[src/pknm_pkg.sv]
// shared types and constants for the packed k-mer near-match unit
`default_nettype none

package pknm_pkg;

	localparam int LOW_BASES = 32;
	localparam int LOW_W     = 2 * LOW_BASES;
	localparam int IDX_W     = 6;
	localparam int DIST_W    = 6;
	localparam int MAXD_W    = 6;

	localparam logic [MAXD_W-1:0] MAXD_RESET = 6'd10;

	localparam logic KIND_MATCH = 1'b0;
	localparam logic KIND_DONE  = 1'b1;

	typedef enum logic [1:0] {
		ST_IDLE,
		ST_SCAN,
		ST_DRAIN
	} pknm_state_t;

	typedef struct packed {
		logic load;
		logic issue;
		logic emit_done;
	} pknm_cmd_t;

	typedef struct packed {
		logic scan_done;
		logic pipe_empty;
		logic adv;
	} pknm_status_t;

endpackage

`default_nettype wire

[src/pknm_ctrl.sv]
// controller state machine: accept, scan the store, drain and finish
`default_nettype none

module pknm_ctrl (
	input  wire logic                   clk,
	input  wire logic                   arst_n,
	input  wire logic                   probe_valid,
	output logic                        probe_ready,
	input  wire pknm_pkg::pknm_status_t status,
	output pknm_pkg::pknm_cmd_t         cmd
);
	import pknm_pkg::*;

	pknm_state_t state_q;
	pknm_state_t state_d;

	always_ff @(posedge clk or negedge arst_n) begin
		if (!arst_n) begin
			state_q <= ST_IDLE;
		end else begin
			state_q <= state_d;
		end
	end

	always_comb begin
		state_d = state_q;
		case (state_q)
			ST_IDLE: begin
				if (probe_valid) state_d = ST_SCAN;
			end
			ST_SCAN: begin
				if (status.scan_done) state_d = ST_DRAIN;
			end
			ST_DRAIN: begin
				if (status.pipe_empty && status.adv) state_d = ST_IDLE;
			end
			default: state_d = ST_IDLE;
		endcase
	end

	always_comb begin
		probe_ready   = 1'b0;
		cmd.load      = 1'b0;
		cmd.issue     = 1'b0;
		cmd.emit_done = 1'b0;
		case (state_q)
			ST_IDLE: begin
				probe_ready = 1'b1;
				cmd.load    = probe_valid;
			end
			ST_SCAN: begin
				// datapath gates the read with the pipeline advance
				cmd.issue = !status.scan_done;
			end
			ST_DRAIN: begin
				cmd.emit_done = status.pipe_empty && status.adv;
			end
			default: begin
				probe_ready = 1'b0;
			end
		endcase
	end

endmodule

`default_nettype wire

[config.mk]
export PLATFORM = sky130hd
export DESIGN_NAME = pknm_ctrl
export DESIGN_NICKNAME = d
export VERILOG_FILES = /design/src/pknm_pkg.sv /design/src/pknm_ctrl.sv
export SDC_FILE = /design/constraint.sdc
export NUM_CORES = 1
export LEC_CHECK = 0
export BUFFER_PORTS_ARGS = -buffer_cell sky130_fd_sc_hd__buf_2
export CORE_AREA = 8 8 45 47
export CTS_BUF_LIST = sky130_fd_sc_hd__clkbuf_8
export CTS_CLUSTER_DIAMETER = 50
export DETAILED_ROUTE_END_ITERATION = 7
export DIE_AREA = 0 0 53 55
export PLACE_DENSITY = 0.36
export SLEW_MARGIN = 20
export SYNTH_ARGS = -nofsm -noshare
export SYNTH_HDL_FRONTEND = slang
export SYNTH_SLANG_ARGS = --single-unit
[constraint.sdc]
create_clock -name clk -period 1.5 [get_ports clk]
set_clock_uncertainty 0.2 [all_clocks]
set_input_delay 0.3 -clock clk [delete_from_list [all_inputs] [get_ports clk]]
set_output_delay 0.3 -clock clk [all_outputs]
set_load 0.02 [all_outputs]
==> reports/results.tsv <==
stage	metric	value	unit
placed_design	finalWeightedCongestion	0.680	
clock_tree	htree_num_levels	1	
drt	via_count	147	
cells_and_area	largest_reg_flops	2	
clock_tree	cts_root_buf	sky130_fd_sc_hd__clkbuf_8	
worst_setup_path	kind_of_end_point_of_the_critical_path	primary output	
sta	rsz0062_at_grt	true	
floorplan	start_util	0.0832	
sta	final_max_slew_viol_count	0	
power	pleak	0.132	nW
worst_setup_path	criticalPathCategory	flip-flop to primary output	
sta	final_hold_violations	0	
worst_setup_path	critPathLaunch	state_q[0]	
drt	drt-vias-per-instance	3.34	
worst_setup_path	r2r.worst_path.cells	3	
floorplan	floorplan.io_pins	10	
clock_tree	cts_made_buffers	3	
cells_and_area	post_route_cells_drive_above_1_share	0.679	
worst_setup_path	rrSetupSlack	0.26	ns
global_routing	globalRouteOverflowTotal	0	
flow_run	cap_violations	0	
status	failed_checks	negative setup slack	
cells_and_area	antenna-diode-count	0	
sta	setup_viol_count_final	1	
power	power_density	2230	nW/um^2
placed_design	dp_hpwl	350	um
worst_setup_path	critical_path.max_stage_delay	0.41	ns
clock_tree	cts.sink_count	2	
worst_setup_path	worstPathRequired	1.00	ns
synth	synth.avg_cell_area	8.85	um^2
worst_setup_path	cells_along_the_critical_path	nor2_2, and2_4, buf_6	
sta	fin_ws	-0.0205	ns
sta	worstMarginPinSlew	0.162	ns
clock_tree	cts.clk_slew.worst_paths	0.03	ns
synth	postSynthNetCount	19	
synth	syn_inst	13	
floorplan	core_area	1380	um^2
status	run_status	finished, violations left	
power	vdd_drop_max	0.644	mV
cells_and_area	layout.nets	36	
worst_setup_path	critPathMaxFanout	4	
placed_design	port_buffers	9	
cells_and_area	syn_to_final_growth	138	%
power	fin_total_pwr	0.611	mW
clock_tree	clk_path_buf_depth	2	
worst_setup_path	cp_endpoint	cmd[2]	
cells_and_area	final_core_utilization	0.198	
global_routing	grt_antenna_before_repair	0	
sta	max_freq	0.658	GHz
cells_and_area	largest_registers	state_q (2)	
synth	mappedNetlistArea	115	um^2
floorplan	die-width	53	um
synth	ys.warnings.count	0	
worst_setup_path	r2r-end	state_q[1]	
synth	yosys.cell_types.count	11	
floorplan	fp-row-count	14	
hold_path	hold_class	input pin to flip-flop	
clock_tree	clk-insertion-delay-late	0.21	ns
global_routing	wire_length_of_the_first_global_routing_pass	772	um
cells_and_area	final_area	274	um^2
sta	finalCritPeriodShare	1.01	
sta	max_slew_margin	0.892	
placed_design	placed_cell_area	183	um^2
drt	drt_iter0_drc	1	
drt	drt-wirelength-per-cell	11.0	um
synth	ys_seq_area_frac	0.435	
global_routing	grt_start_max_net_pins	7	
floorplan	floorplan.die_area	2920	um^2
worst_setup_path	crit_path_top_delay_cell	sky130_fd_sc_hd__dfrtp_1	
clock_tree	cts_tree	done	
sta	period_needed	1.52	ns
synth	yosys_register_bits	2	
worst_setup_path	arrival	1.02	ns
drt	drc	0	
drt	drt_wl_total	483	um
global_routing	grtUsageTotal	0.0404	
cells_and_area	top_register	state_q	
global_routing	vias_in_the_first_global_route	180	
drt	drtPass1Iterations	3	
worst_setup_path	r2r-start	state_q[0]	
drt	drt.antenna.violating_nets	0	
worst_setup_path	startpoint_type	flip-flop	
floorplan	die_height	55	um
## power breakdown
part | internal [mW] | switching [mW]
combinational | 0.145 | 0.131
sequential | 0.0848 | 0.0416
clock | 0.170 | 0.0403
total | 0.399 | 0.213
## worst max-delay path: cells and delay by family, from the launching register on
family / cells / cell delay, ns
flip-flops: 1 / 0.41
AND/OR/NAND/NOR: 2 / 0.29
buffers and inverters: 1 / 0.11
## final cells by class
class | instances | area, um^2
Fill cell | 159 | 1110
Timing Repair Buffer | 12 | 81.3
Multi-Input combinational cell | 10 | 76.3
Sequential cell | 2 | 51.3
Clock buffer | 3 | 41.3
Tap cell | 16 | 20.0
Inverter | 1 | 3.75
## timing repair
action,4_1_cts,5_1_grt
setup endpoints to repair,3,3
pin swaps,1,0
endpoints found under the hold margin,2,0
buffers inserted,2,0
resized for setup,3,5
hold buffers,1,0
## synthesized netlist by cell type
cell type,number,area [um^2]
sky130_fd_sc_hd__a21oi_1,1,5.00
sky130_fd_sc_hd__a31o_1,1,8.76
sky130_fd_sc_hd__and2_1,1,6.26
sky130_fd_sc_hd__and3b_1,1,8.76
sky130_fd_sc_hd__dfrtp_1,2,50.1
sky130_fd_sc_hd__inv_1,1,3.75
sky130_fd_sc_hd__nand2_1,1,3.75
sky130_fd_sc_hd__nand2b_1,2,12.5
sky130_fd_sc_hd__nor2_1,1,3.75
sky130_fd_sc_hd__nor3_1,1,5.00
sky130_fd_sc_hd__nor3b_1,1,7.51
## cell usage in the layout, fill, tap and decap left out
master,instances
sky130_fd_sc_hd__buf_4,4
sky130_fd_sc_hd__nand2b_1,2
sky130_fd_sc_hd__and2_4,1
sky130_fd_sc_hd__dlygate4sd3_1,1
sky130_fd_sc_hd__clkbuf_8,3
sky130_fd_sc_hd__dfrtp_1,1
sky130_fd_sc_hd__a21oi_1,1
sky130_fd_sc_hd__nor3b_2,1
sky130_fd_sc_hd__buf_2,6
sky130_fd_sc_hd__dfrtp_2,1
sky130_fd_sc_hd__a31o_1,1
sky130_fd_sc_hd__inv_1,1
sky130_fd_sc_hd__and3b_1,1
sky130_fd_sc_hd__nor3_2,1
sky130_fd_sc_hd__nand2_1,1
sky130_fd_sc_hd__nor2_2,1
sky130_fd_sc_hd__buf_6,1
## worst min-delay path by stage
stage | from | cells past startpoint | endpoint | slack [ns]
after CTS | probe_valid | 3 | state_q[0] | 0.17
after global routing | probe_valid | 3 | state_q[0] | 0.18
after global placement | arst_n | 1 | state_q[0] | -0.11
after floorplan | arst_n | 0 | state_q[0] | -0.20
after detailed placement | arst_n | 1 | state_q[1] | -0.11
final | probe_valid | 3 | state_q[0] | 0.18
## per-stage QoR
step | hold slack [ns] | instances | worst slack, ns | setup TNS, ns
after detailed placement | -0.108 | 38 | 0.169 | 0
final | 0.179 | 44 | -0.0205 | -0.0205
after CTS | 0.175 | 44 | -0.0258 | -0.0393
after global routing | 0.183 | 44 | -0.0747 | -0.155
after global placement | -0.108 | 38 | 0.152 | 0
after floorplan | -0.196 | 13 | 0.0363 | 0
## kinds of logic (layout without fill, tap and decap cells)
logic type / Yosys count / in the layout / share of synthesized area
simple gates: 8 / 8 / 0.413
flops: 2 / 2 / 0.435
compound gates: 2 / 2 / 0.120
buf+inv: 1 / 16 / 0.0326
## per-layer routing
layer	global-route usage	vias to the layer above	routed length, um
met5	0	-	0
met4	0.0517	0	0
met3	0.0374	0	102
met2	0.0449	9	181
met1	0.0380	63	199
li1	-	75	-
(Power assumes the default switching activity.)
